## src/rtl/ilir_pkg.sv

```systemverilog
// Shared types, codes and constants for the indexed list block.
`timescale 1ns / 1ps

package ilir_pkg;

    localparam int unsigned WORD_W       = 32;
    localparam int unsigned POS_W        = 8;
    localparam int unsigned KIND_W       = 3;
    localparam int unsigned STATUS_W     = 2;
    localparam int unsigned COUNT_W      = 9;
    localparam int unsigned SLOT_W       = 12;   // covers every cell up to 4096
    localparam int unsigned GRP          = 16;   // cells per first-level read-out group
    localparam int unsigned DEF_CAPACITY = 256;
    localparam int unsigned S_TDATA_W    = 48;
    localparam int unsigned M_TDATA_W    = 48;

    typedef enum logic [KIND_W-1:0] {
        REQ_PUSH_BACK  = 3'd0,
        REQ_PUSH_FRONT = 3'd1,
        REQ_INSERT     = 3'd2,
        REQ_POP_BACK   = 3'd3,
        REQ_POP_FRONT  = 3'd4,
        REQ_REMOVE     = 3'd5,
        REQ_GET        = 3'd6,
        REQ_SET        = 3'd7
    } req_kind_t;

    typedef enum logic [STATUS_W-1:0] {
        STAT_OK      = 2'd0,
        STAT_INVALID = 2'd1,
        STAT_EMPTY   = 2'd2,
        STAT_FULL    = 2'd3
    } status_t;

    typedef enum logic [1:0] {
        S_IDLE = 2'd0,
        S_SEL  = 2'd1,
        S_EXE  = 2'd2
    } state_t;

    // Broadcast to every cell of the row.
    typedef struct packed {
        logic              ins;
        logic              rem;
        logic              wr;
        logic [SLOT_W-1:0] slot;
        logic [WORD_W-1:0] word;
    } cell_ctl_t;

endpackage

```

## src/rtl/ilir_cell.sv

```systemverilog
// One storage cell of the list row: holds one element and trades with its neighbors.
`timescale 1ns / 1ps

module ilir_cell #(
    parameter int unsigned INDEX = 0
) (
    input  logic                      aclk,
    input  ilir_pkg::cell_ctl_t       ctl,
    input  logic [ilir_pkg::WORD_W-1:0] left_data,
    input  logic [ilir_pkg::WORD_W-1:0] right_data,
    output logic [ilir_pkg::WORD_W-1:0] data,
    output logic [ilir_pkg::WORD_W-1:0] rd_data
);

    localparam logic [ilir_pkg::SLOT_W-1:0] MY_SLOT = ilir_pkg::SLOT_W'(INDEX);

    logic [ilir_pkg::WORD_W-1:0] data_reg;
    logic [ilir_pkg::WORD_W-1:0] data_next;

    always_comb begin
        data_next = data_reg;
        if (ctl.ins) begin
            if (MY_SLOT > ctl.slot) begin
                data_next = left_data;
            end else if (MY_SLOT == ctl.slot) begin
                data_next = ctl.word;
            end
        end else if (ctl.rem) begin
            if (MY_SLOT >= ctl.slot) begin
                data_next = right_data;
            end
        end else if (ctl.wr) begin
            if (MY_SLOT == ctl.slot) begin
                data_next = ctl.word;
            end
        end
    end

    always_ff @(posedge aclk) begin
        data_reg <= data_next;
    end

    assign data    = data_reg;
    // Drive the word only when addressed so the read-out can OR all cells.
    assign rd_data = (MY_SLOT == ctl.slot) ? data_reg : '0;

endmodule

```

## config.mk

```make
export PLATFORM = sky130hd
export DESIGN_NAME = ilir_cell
export DESIGN_NICKNAME = d
export VERILOG_FILES = /design/src/rtl/ilir_pkg.sv /design/src/rtl/ilir_cell.sv
export SDC_FILE = /design/constraint.sdc
export NUM_CORES = 1
export LEC_CHECK = 0
export BUFFER_PORTS_ARGS = -buffer_cell sky130_fd_sc_hd__buf_2
export CAP_MARGIN = 20
export CELL_PAD_IN_SITES_DETAIL_PLACEMENT = 0
export CELL_PAD_IN_SITES_GLOBAL_PLACEMENT = 2
export CORE_MARGIN = 2
export CORE_UTILIZATION = 20
export DETAILED_ROUTE_END_ITERATION = 6
export PLACE_DENSITY_LB_ADDON = 0.1
export SKIP_LAST_GASP = 1
export SYNTH_ARGS = -nofsm -noshare
export SYNTH_HDL_FRONTEND = slang
export SYNTH_SLANG_ARGS = --single-unit
```

## constraint.sdc

```tcl
create_clock -name aclk -period 3.68 [get_ports aclk]
set_input_delay 0.736 -clock aclk [delete_from_list [all_inputs] [get_ports aclk]]
set_output_delay 0.736 -clock aclk [all_outputs]
set_load 0.02 [all_outputs]
```

=== Word level (Yosys, flattened, before mapping) ===
Index checks and enable logic that the tools add are counted.

* Flip-flop bits (word level): 32
* Input port bits: 112
* Output and inout port bits: 64

* Order comparisons: 2
* Equality and inequality tests: 1
* Multiplexer cells: 7
* Reduce and logical (&&, ||, !) cells: 3

{| class="wikitable"
|+ Operators with widths
! cell !! number
|-
| $mux 32 || 7
|-
| $ge 1x12->1 const A || 1
|-
| $gt 1x12->1 const A || 1
|-
| $logic_not 12->1 || 1
|-
| $ne 3x1->1 const B || 1
|-
| $reduce_bool 3->1 || 1
|-
| $reduce_and 2->1 || 1
|}

=== Longest topological paths before layout ===
Gate-level depths: netlist of the first run.

* Word-level depth: 5
* Mapped depth: 6
* Depth with buffers taken out: 3

=== Least setup slack after synthesis of the first run ===
No wires, ideal clock.

* Kind: input to register
* Start point: in ctl[36] in the netlist's numbering
* End point: reg data_reg, in the netlist data[0] (enable)
* Arrival time: 2.614 ns
* Setup slack: 0.670 ns
* Cell stages on the path: 4
* Buffers on the path: 1
* Cell sequence: or4_1 -> clkbuf_1 -> nor2_1 -> a311o_1

* Cells in the longest elaborated chain, start to end: 3

{| class="wikitable"
|+ Ends and longest elaborated chain
! item !! line !! text
|-
| start, declared || ilir_cell.sv:8 || <nowiki>input ilir_pkg::cell_ctl_t ctl,</nowiki>
|-
| $ge 1x12->1 || ilir_cell.sv:29 || <nowiki>if (MY_SLOT >= ctl.slot) begin</nowiki>
|-
| $ne 3x1->1 (no source line) || - ||
|-
| $reduce_and 2->1 (no source line) || - ||
|-
| end signal, assigned || ilir_cell.sv:40 || <nowiki>data_reg <= data_next;</nowiki>
|-
| end, declared || ilir_cell.sv:17 || <nowiki>logic [ilir_pkg::WORD_W-1:0] data_reg;</nowiki>
|}

No other way between the ends.
A chain may end at the register's enable or synchronous reset.

=== Worst setup path in the final report of the first run ===
* Start point: in ctl[36] in the netlist's numbering
* End point: out rd_data[12] in the netlist's numbering

* Cells in the longest elaborated chain, start to end: 2

{| class="wikitable"
|+ Ends and longest elaborated chain
! item !! line !! text
|-
| $logic_not 12->1 || ilir_cell.sv:45 || <nowiki>assign rd_data = (MY_SLOT == ctl.slot) ? data_reg : '0;</nowiki>
|-
| $mux 32 || ilir_cell.sv:45 ||
|-
| end, declared || ilir_cell.sv:12 || <nowiki>output logic [ilir_pkg::WORD_W-1:0] rd_data</nowiki>
|}

No other way between the ends.

==> results of run 1 <==
-- cells in the mapped netlist (all sizes together) --
cell type  count
buf           13
and3          32
nor2          33
a31oi         32
inv           32
or4           35
edfxtp        32
o31ai         32
nand2b         1
nor4           1
nor2b          1
clkbuf        21
a311o          1
-- metrics by stage --
| stage | instances | setup WS (ns) |
|---|---|---|
| after detailed placement | 525 | 0.647 |
| after global routing | 533 | 0.539 |
| after global placement | 525 | 0.646 |
| after CTS | 533 | 0.647 |
| final | 534 | 0.675 |
| after floorplan | 266 | 0.670 |
-- cell families after synthesis --
family          Yosys count
flops                    32
compound gates           65
simple gates            103
buf+inv                  66
-- worst max-delay path: stages --
cell	delay (ns)
sky130_fd_sc_hd__buf_2	0.09
sky130_fd_sc_hd__or4_2	0.70
sky130_fd_sc_hd__nor2_2	0.12
sky130_fd_sc_hd__buf_4	0.27
sky130_fd_sc_hd__and3_1	0.18
sky130_fd_sc_hd__buf_2	0.17
-- area by class of cell --
cell class	instances	area, µm²
diodes	1	2.50
clock buffers	7	133
clock inverters	1	3.75
fillers	1267	8130
inverters	32	120
multi-input cells	168	1080
flip-flops and latches	32	961
well taps	143	179
repair buffers	150	768
-- power breakdown --
group          switching [mW]  leakage (nW)  total, mW  internal [mW]
sequential             0.0265         0.312      0.478          0.452
combinational           0.134          1.19      0.222         0.0884
clock                   0.151        0.0655      0.400          0.249
-- per-layer routing --
metal / GRT usage, % / routed length [µm] / up-vias
met5: 0 / 0 / -
met4: 2.96 / 80 / 0
met3: 3.10 / 510 / 7
met2: 20.9 / 3870 / 95
met1: 18.2 / 3940 / 1155
li1: - / - / 1261
-- worst paths after layout --
kind / startpoint / to / slack [ns] / cells after the start
setup / recovery: ctl[36] / rd_data[12] / 0.67 / 6
hold / removal: data[19] / data[19] / 0.71 / 2
hold reg to reg: data[19] / data[19] / 0.71 / 2
setup reg to reg: data[22] / data[22] / 2.74 / 2
==> metrics.cfg, run 1 <==
[outcome]
run_status = completed

[sta]
finalSetupTns_ns = 0
achievable-frequency_mhz = 333
worst_hold_slack_ns = 0.707
finalWorstPathRequiredPeriod_ns = 3.01
maxSlewHeadroom_pct = 55.5
worst-slew-pin-transition_ns = 0.668
finalSetupViolCount = 0
report.final.hold_viol_count = 0
grt_setup_unrepaired = false
final.period_utilization_pct = 81.7
finalClockSkew_ns = 0
final_max_slew_viol_count = 0

[clock_network]
cts_hold_repair.buffers = 0
cts_sink_cnt = 32
cts.repair_timing.setup_buffer_count = 0
tritoncts.num_buffers = 5
cts_tree = done
clock_input_transition_at_the_sequential_cells_of_the_worst_setup_and_hold_paths_ns = 0.05
cts.root.buffer_cell = sky130_fd_sc_hd__clkbuf_16
cts-resized-gates = 0
clkLatencyLatePin_ns = 0.27
clockBufferDepth = 2
cts_htree_levels = 2

[layout]
drive_gt1_share_pct = 41.5
largest_reg_flops = 32
area_delta_synth_final_pct = 40.2
layout.cell_area.non_filler_mm2 = 0.00324
fin_nets = 501
layout_commonest_cell = sky130_fd_sc_hd__buf_2
final_core_util_pct = 28.5

[yosys]
synthesis.yosys.warnings = 0
post_synth_fa_ha_maj_area_fraction_pct = 0
post_synth.cell_area_avg_um2 = 8.70
multiplexer_area_fraction_after_synthesis_pct = 0
post_synth_instance_area_mm2 = 0.00231
ys_top_cells_by_area = sky130_fd_sc_hd__edfxtp_1 42%, sky130_fd_sc_hd__or4_1 11%, sky130_fd_sc_hd__o31ai_1 10%
xor_xnor_fraction_of_synth_area_pct = 0
synth_top_area_cell = sky130_fd_sc_hd__edfxtp_1
post_synth_and_or_nand_nor_area_fraction_pct = 26.5
syn_inst = 266
synth_sequential_area_ratio_pct = 41.5
postSynthNetCount = 378
synth_top_area_share_pct = 41.5
synth_top_family_by_area = simple AND/OR/NAND/NOR gates
synth_compound_area_share_pct = 19.5
ys_ff_latch = 32
synthDistinctLibCells = 16

[detailed_routing]
post-route-drc-count = 0
num_vias = 2518
wl_per_cell_um = 15.7
detail_route.first_pass.iterations = 4
detail_route.iter0.violations = 84
ant_nets = 0
final_wirelength_um = 8400
detail_route.vias_per_cell = 4.72

[worst_setup_path]
worst-path-max-fanout = 21
critical_path.endpoint_type = output pin
critPathRequiredTime_ns = 2.94
arrival_ns = 2.27
startpoint_type = primary input
crit_type = primary input to output pin

[floorplan]
top_level_port_count = 176
std_cell_core_area_mm2 = 0.0114
die_area_mm2 = 0.0125
starting_density_pct = 20.4
die_w_um = 112
core.rowCount = 39
die_y_um = 112

[global_routing]
grt_max_degree = 65
first_global_vias = 2408
overflow = 0
globalRouteTotalUtil_pct = 13.1
grt_antenna_before_repair = 0
grt_first_pass_wirelength_um = 13100

[placed_design]
routabilityCongestion = 0.720
place_hpwl_um = 5230
numPortBuffers = 143
placed_area_mm2 = 0.00311

[power_and_ir_drop]
p_total_mw = 1.10
power.leakage_nw = 1.56
ir_worst_vdd_mv = 0.161
power.density_mw_per_mm2 = 339

[min_path]
worstHoldPathType = register to register

[job]
drv_cap = 0

Note: power is estimated with default switching activity, not from simulation.
==> run 2, diff against run 1 <==
Settings changed: CORE_UTILIZATION 20 to 18.
Clock period 3.68 ns to 2.58 ns, I/O delays scaled along.
==> run 2 against run 1 <==
Via count grew 1.9%; power grew 44%; die area grew 11%; clock-buffer cell count is the same; global-route usage shrank 1.0 points; sequential share of layout area shrank 1.2 points; register-to-register slack lost 1.1 ns; setup slack lost 0.48 ns; clock skew is the same; largest cell class unchanged; utilization shrank 1.6 points; combinational power grew 50%; largest power group unchanged; routed wire length grew 3.5%.
==> metrics.cfg, run 2 (same netlist as run 1, synthesis figures left out) <==
[outcome]
run_status = completed

[floorplan]
die_w_um = 117  ; +5.2%
core.rowCount = 41  ; +5.1%
die_area_mm2 = 0.0138  ; +11%
top_level_port_count = 176  ; unchanged
std_cell_core_area_mm2 = 0.0126  ; +11%
starting_density_pct = 18.4  ; -1.9 points
die_y_um = 117  ; +5.2%

[global_routing]
grt_first_pass_wirelength_um = 13400  ; +2.0%
grt_antenna_before_repair = 0  ; unchanged
overflow = 0  ; unchanged
grt_max_degree = 65  ; unchanged
first_global_vias = 2408  ; unchanged
globalRouteTotalUtil_pct = 12.1  ; -1.0 points

[detailed_routing]
final_wirelength_um = 8700  ; +3.5%
detail_route.vias_per_cell = 4.54  ; -3.6%
wl_per_cell_um = 15.4  ; -2.2%
post-route-drc-count = 0  ; unchanged
num_vias = 2567  ; +1.9%
detail_route.iter0.violations = 90  ; +7.1%
ant_nets = 0  ; unchanged
detail_route.first_pass.iterations = 5  ; +1

[worst_setup_path]
worst-path-max-fanout = 14  ; -33%
critical_path.endpoint_type = output pin
startpoint_type = primary input
arrival_ns = 1.86  ; -0.41 ns
critPathRequiredTime_ns = 2.06  ; -0.88 ns
crit_type = primary input to output pin

[clock_network]
clkLatencyLatePin_ns = 0.27  ; about the same
cts_htree_levels = 2  ; unchanged
tritoncts.num_buffers = 5  ; unchanged
clockBufferDepth = 2  ; unchanged
cts_hold_repair.buffers = 0  ; unchanged
cts_tree = done
cts.root.buffer_cell = sky130_fd_sc_hd__clkbuf_16
clock_input_transition_at_the_sequential_cells_of_the_worst_setup_and_hold_paths_ns = 0.06  ; about the same
cts_sink_cnt = 32  ; unchanged

[layout]
largest_reg_flops = 32  ; unchanged
drive_gt1_share_pct = 42.0  ; +0.45 points
antenna_cells_inserted = 0  ; -1
area_delta_synth_final_pct = 46.1
layout_commonest_cell = sky130_fd_sc_hd__buf_2
layout.cell_area.non_filler_mm2 = 0.00338  ; +4.2%
post_layout_nonfiller_instances = 565  ; +5.8%
fin_nets = 504  ; +0.60%

[sta]
achievable-frequency_mhz = 420
finalWorstPathRequiredPeriod_ns = 2.38
finalClockSkew_ns = 0  ; unchanged
maxSlewHeadroom_pct = 57.7  ; +2.2 points
grt_setup_unrepaired = false
worst-slew-pin-transition_ns = 0.634  ; -0.0336 ns
final_max_slew_viol_count = 0  ; unchanged
post-route-worst-setup-slack_ns = 0.200  ; -0.475 ns
finalSetupViolCount = 0  ; unchanged
finalSetupTns_ns = 0  ; unchanged
final.period_utilization_pct = 92.3
report.final.hold_viol_count = 0  ; unchanged

[placed_design]
place_hpwl_um = 5710  ; +9.2%
placed_area_mm2 = 0.00323  ; +3.9%
routabilityCongestion = 0.659  ; -8.5%
numPortBuffers = 143  ; unchanged
placed_cells = 557  ; +6.1%
worst_slack_placed_ns = 0.00293  ; -0.644 ns

[power_and_ir_drop]
ir_worst_vdd_mv = 0.195  ; +21%
power.leakage_nw = 1.61  ; +3.0%
power.density_mw_per_mm2 = 469  ; +38%
p_total_mw = 1.59  ; +44%

[min_path]
worstHoldPathType = primary input to register

[job]
drv_cap = 0  ; unchanged

## run 2: changes by cell type in the layout (fill, tap and decap cells not counted)
cell	change
sky130_fd_sc_hd__buf_12	+5
sky130_fd_sc_hd__or4_2	-1
sky130_fd_sc_hd__diode_2	-1
sky130_fd_sc_hd__buf_4	-4
sky130_fd_sc_hd__or4_4	+1
sky130_fd_sc_hd__nor2_2	-1
sky130_fd_sc_hd__buf_8	+1
sky130_fd_sc_hd__nor2_4	+1
sky130_fd_sc_hd__buf_6	+1
## run 2: through the flow
step	utilization [%]	hold slack (ns)
final	26.9	0.587
after floorplan	-	0.770
after global placement	25.7	0.665
after global routing	26.9	0.592
after CTS	26.8	0.578
after detailed placement	25.7	0.679
## run 2: where the power goes
group,internal (mW),switching [mW],leakage [nW],total [mW]
Sequential,0.645,0.0398,0.312,0.684
Clock,0.355,0.215,0.0655,0.570
Combinational,0.138,0.195,1.23,0.333
Total,1.14,0.450,1.61,1.59
## run 2: routing by layer
metal	part of all wire, %	routed length (µm)	track usage [%]	up-vias
met5	0	0	0	-
met4	0.70	61	3.09	0
met3	8.1	705	3.50	5
met2	45	3950	19.2	110
met1	46	3980	16.3	1191
li1	-	-	-	1261
## run 2: critical path, cell delays in order
cell                     delay (ns)
sky130_fd_sc_hd__buf_2         0.10
sky130_fd_sc_hd__or4_4         0.56
sky130_fd_sc_hd__nor2_4        0.17
sky130_fd_sc_hd__buf_6         0.17
sky130_fd_sc_hd__and3_1        0.18
sky130_fd_sc_hd__buf_2         0.17
## run 2: final timing paths
kind	start	end	slack, ns	cells past startpoint
setup / recovery	ctl[36]	rd_data[19]	0.20	6
hold / removal	right_data[7]	data[7]	0.59	3
setup reg to reg	data[9]	data[9]	1.68	2
hold reg to reg	data[30]	data[30]	0.69	2
## run 2: what timing repair did
action | 4_1_cts | 5_1_grt
setup endpoints to repair | 1 | 27
buffers inserted | 0 | 0
gates resized for setup | 0 | 5
pin swaps | 0 | 1
## run 2: layout make-up
| class | instances | area, µm² |
|---|---|---|
| clock buffers | 7 | 133 |
| repair buffers | 153 | 865 |
| inverters | 32 | 120 |
| flip-flops and latches | 32 | 961 |
| well taps | 172 | 215 |
| multi-input cells | 168 | 1080 |
| fillers | 1419 | 9190 |
| clock inverters | 1 | 3.75 |
==> run 3, diff against run 2 <==
Settings changed: CELL_PAD_IN_SITES_DETAIL_PLACEMENT 0 to 1, CELL_PAD_IN_SITES_GLOBAL_PLACEMENT 2 to 1, CORE_UTILIZATION 18 to 25.
==> run 3 against run 2 <==
Setup slack got worse by 0.11 ns; clock power shrank 35%; clock skew did not move; sequential cell count unchanged; global-route usage increased by 3.5 points; die area shrank 27%; fmax shrank 4.4%; hold slack improved by 0.0011 ns; critical path type unchanged; largest power group unchanged; highest routed layer unchanged.
==> metrics.cfg, run 3 (same netlist as run 1, synthesis figures left out) <==
[power_and_ir_drop]
power.density_mw_per_mm2 = 429  ; -8.6%
p_total_mw = 1.39  ; -13%
power.leakage_nw = 1.58  ; -2.1%
ir_worst_vdd_mv = 0.147  ; -24%

[sta]
achievable-frequency_mhz = 401  ; -4.4%
finalClockSkew_ns = 0  ; unchanged
report.final.hold_viol_count = 0  ; unchanged
final.period_utilization_pct = 96.5  ; +4.3 points
grt_setup_unrepaired = false
final_max_slew_viol_count = 0  ; unchanged
worst_hold_slack_ns = 0.588  ; +0.00107 ns
maxSlewHeadroom_pct = 53.6  ; -4.2 points
finalWorstPathRequiredPeriod_ns = 2.49  ; +0.110 ns
worst-slew-pin-transition_ns = 0.697  ; +0.0624 ns
finalSetupViolCount = 0  ; unchanged
finalSetupTns_ns = 0  ; unchanged

[floorplan]
die_y_um = 100  ; -15%
top_level_port_count = 176  ; unchanged
std_cell_core_area_mm2 = 0.00911  ; -28%
die_area_mm2 = 0.0100  ; -27%
die_w_um = 100  ; -15%
core.rowCount = 35  ; -15%
starting_density_pct = 25.4  ; +7.0 points

[clock_network]
cts_htree_levels = 2  ; unchanged
cts.root.buffer_cell = sky130_fd_sc_hd__clkbuf_8
cts.repair_timing.setup_buffer_count = 0  ; unchanged
clock_input_transition_at_the_sequential_cells_of_the_worst_setup_and_hold_paths_ns = 0.07  ; about the same
cts_hold_repair.buffers = 0  ; unchanged
tritoncts.num_buffers = 5  ; unchanged
cts_tree = done
clockBufferDepth = 2  ; unchanged
clkLatencyLatePin_ns = 0.28  ; about the same
cts_sink_cnt = 32  ; unchanged

[worst_setup_path]
ff_to_ff_start = data[25]
arrival_ns = 1.97  ; +0.11 ns
critPathRequiredTime_ns = 2.06  ; about the same
timing.critical_path.from = ctl[36]
worst-path-max-fanout = 13  ; -1
startpoint_type = primary input
critical_path.endpoint_type = output pin
crit_type = primary input to output pin

[detailed_routing]
final_wirelength_um = 7980  ; -8.2%
detail_route.first_pass.iterations = 4  ; -1
wl_per_cell_um = 15.8  ; +2.9%
post-route-drc-count = 0  ; unchanged
num_vias = 2557  ; -0.39%
ant_nets = 0  ; unchanged
detail_route.iter0.violations = 112  ; +24%
detail_route.vias_per_cell = 5.07  ; +12%

[global_routing]
overflow = 0  ; unchanged
grt_max_degree = 65  ; unchanged
grt_first_pass_wirelength_um = 12700  ; -4.8%
first_global_vias = 2497  ; +3.7%
grt_antenna_before_repair = 0  ; unchanged
globalRouteTotalUtil_pct = 15.7  ; +3.5 points

[job]
drv_cap = 0  ; unchanged

[placed_design]
numPortBuffers = 143  ; unchanged
place_hpwl_um = 5300  ; -7.2%
routabilityCongestion = 0.735  ; +11%

[outcome]
run_status = completed

[layout]
drive_gt1_share_pct = 42.0  ; unchanged
layout_commonest_cell = sky130_fd_sc_hd__buf_2
num-fill-cells = 1144  ; -19%
area_delta_synth_final_pct = 39.6
antenna_cells_inserted = 0  ; unchanged
fin_nets = 504  ; unchanged
largest_reg_flops = 32  ; unchanged

[min_path]
timing.hold.worst.start = right_data[17]
worstHoldPathType = primary input to register

[run 3: changes by cell type in the layout (fill, tap and decap cells not counted)]
cell                        before  now
sky130_fd_sc_hd__or4_4           3    2
sky130_fd_sc_hd__buf_8           1    0
sky130_fd_sc_hd__clkbuf_8        0    5
sky130_fd_sc_hd__clkbuf_16       5    0
sky130_fd_sc_hd__buf_12          5    4
sky130_fd_sc_hd__buf_6           1    2
sky130_fd_sc_hd__or4_2           0    1
sky130_fd_sc_hd__buf_4           3    4
[run 3: layout make-up]
class	count	area (µm²)	area share, %
Inverter	32	120	3.72
Timing Repair Buffer	153	848	26.3
Sequential cell	32	961	29.7
Multi-Input combinational cell	168	1080	33.5
Clock buffer	7	76.3	2.36
Clock inverter	1	3.75	0.116
Tap cell	111	139	4.30
[run 3: worst max-delay path, cell delays in order]
cell and delay (ns):
sky130_fd_sc_hd__buf_2 0.09, sky130_fd_sc_hd__or4_2 0.72, sky130_fd_sc_hd__nor2_4 0.15, sky130_fd_sc_hd__buf_6 0.16, sky130_fd_sc_hd__and3_1 0.16, sky130_fd_sc_hd__buf_2 0.16
[run 3: what timing repair did]
item / CTS / global route
resized for setup: 0 / 3
setup endpoints to repair: 0 / 25
hold endpoints to repair: 0 / 0
[run 3: where the power goes]
group | total (mW) | internal, mW | switching, mW
clock network | 0.371 | 0.188 | 0.184
logic | 0.332 | 0.136 | 0.195
registers | 0.682 | 0.644 | 0.0382
[run 3: final timing paths]
kind         slack [ns]  cells past startpoint          end
max                0.09                      6  rd_data[11]
min                0.59                      3     data[17]
max reg2reg        1.64                      2     data[25]
min reg2reg        0.69                      2     data[30]
[run 3: per-stage QoR]
step / setup slack, ns / cell area, µm² / instances / utilization, %
after floorplan: 0.124 / 2320 / 266 / -
after global placement: 0.0486 / 3140 / 496 / 34.5
after detailed placement: 0.0291 / 3140 / 496 / 34.5
after CTS: 0.0281 / 3220 / 504 / 35.3
after global routing: 0.000436 / 3230 / 504 / 35.5
final: 0.0893 / 3230 / 504 / 35.5
[run 3: metal layers]
metal	up-vias	GRT usage [%]	routed length, µm
met5	-	0	0
met2	93	26.4	3760
met1	1197	21.0	3710
met4	0	3.79	61
li1	1263	-	-
met3	4	2.44	446
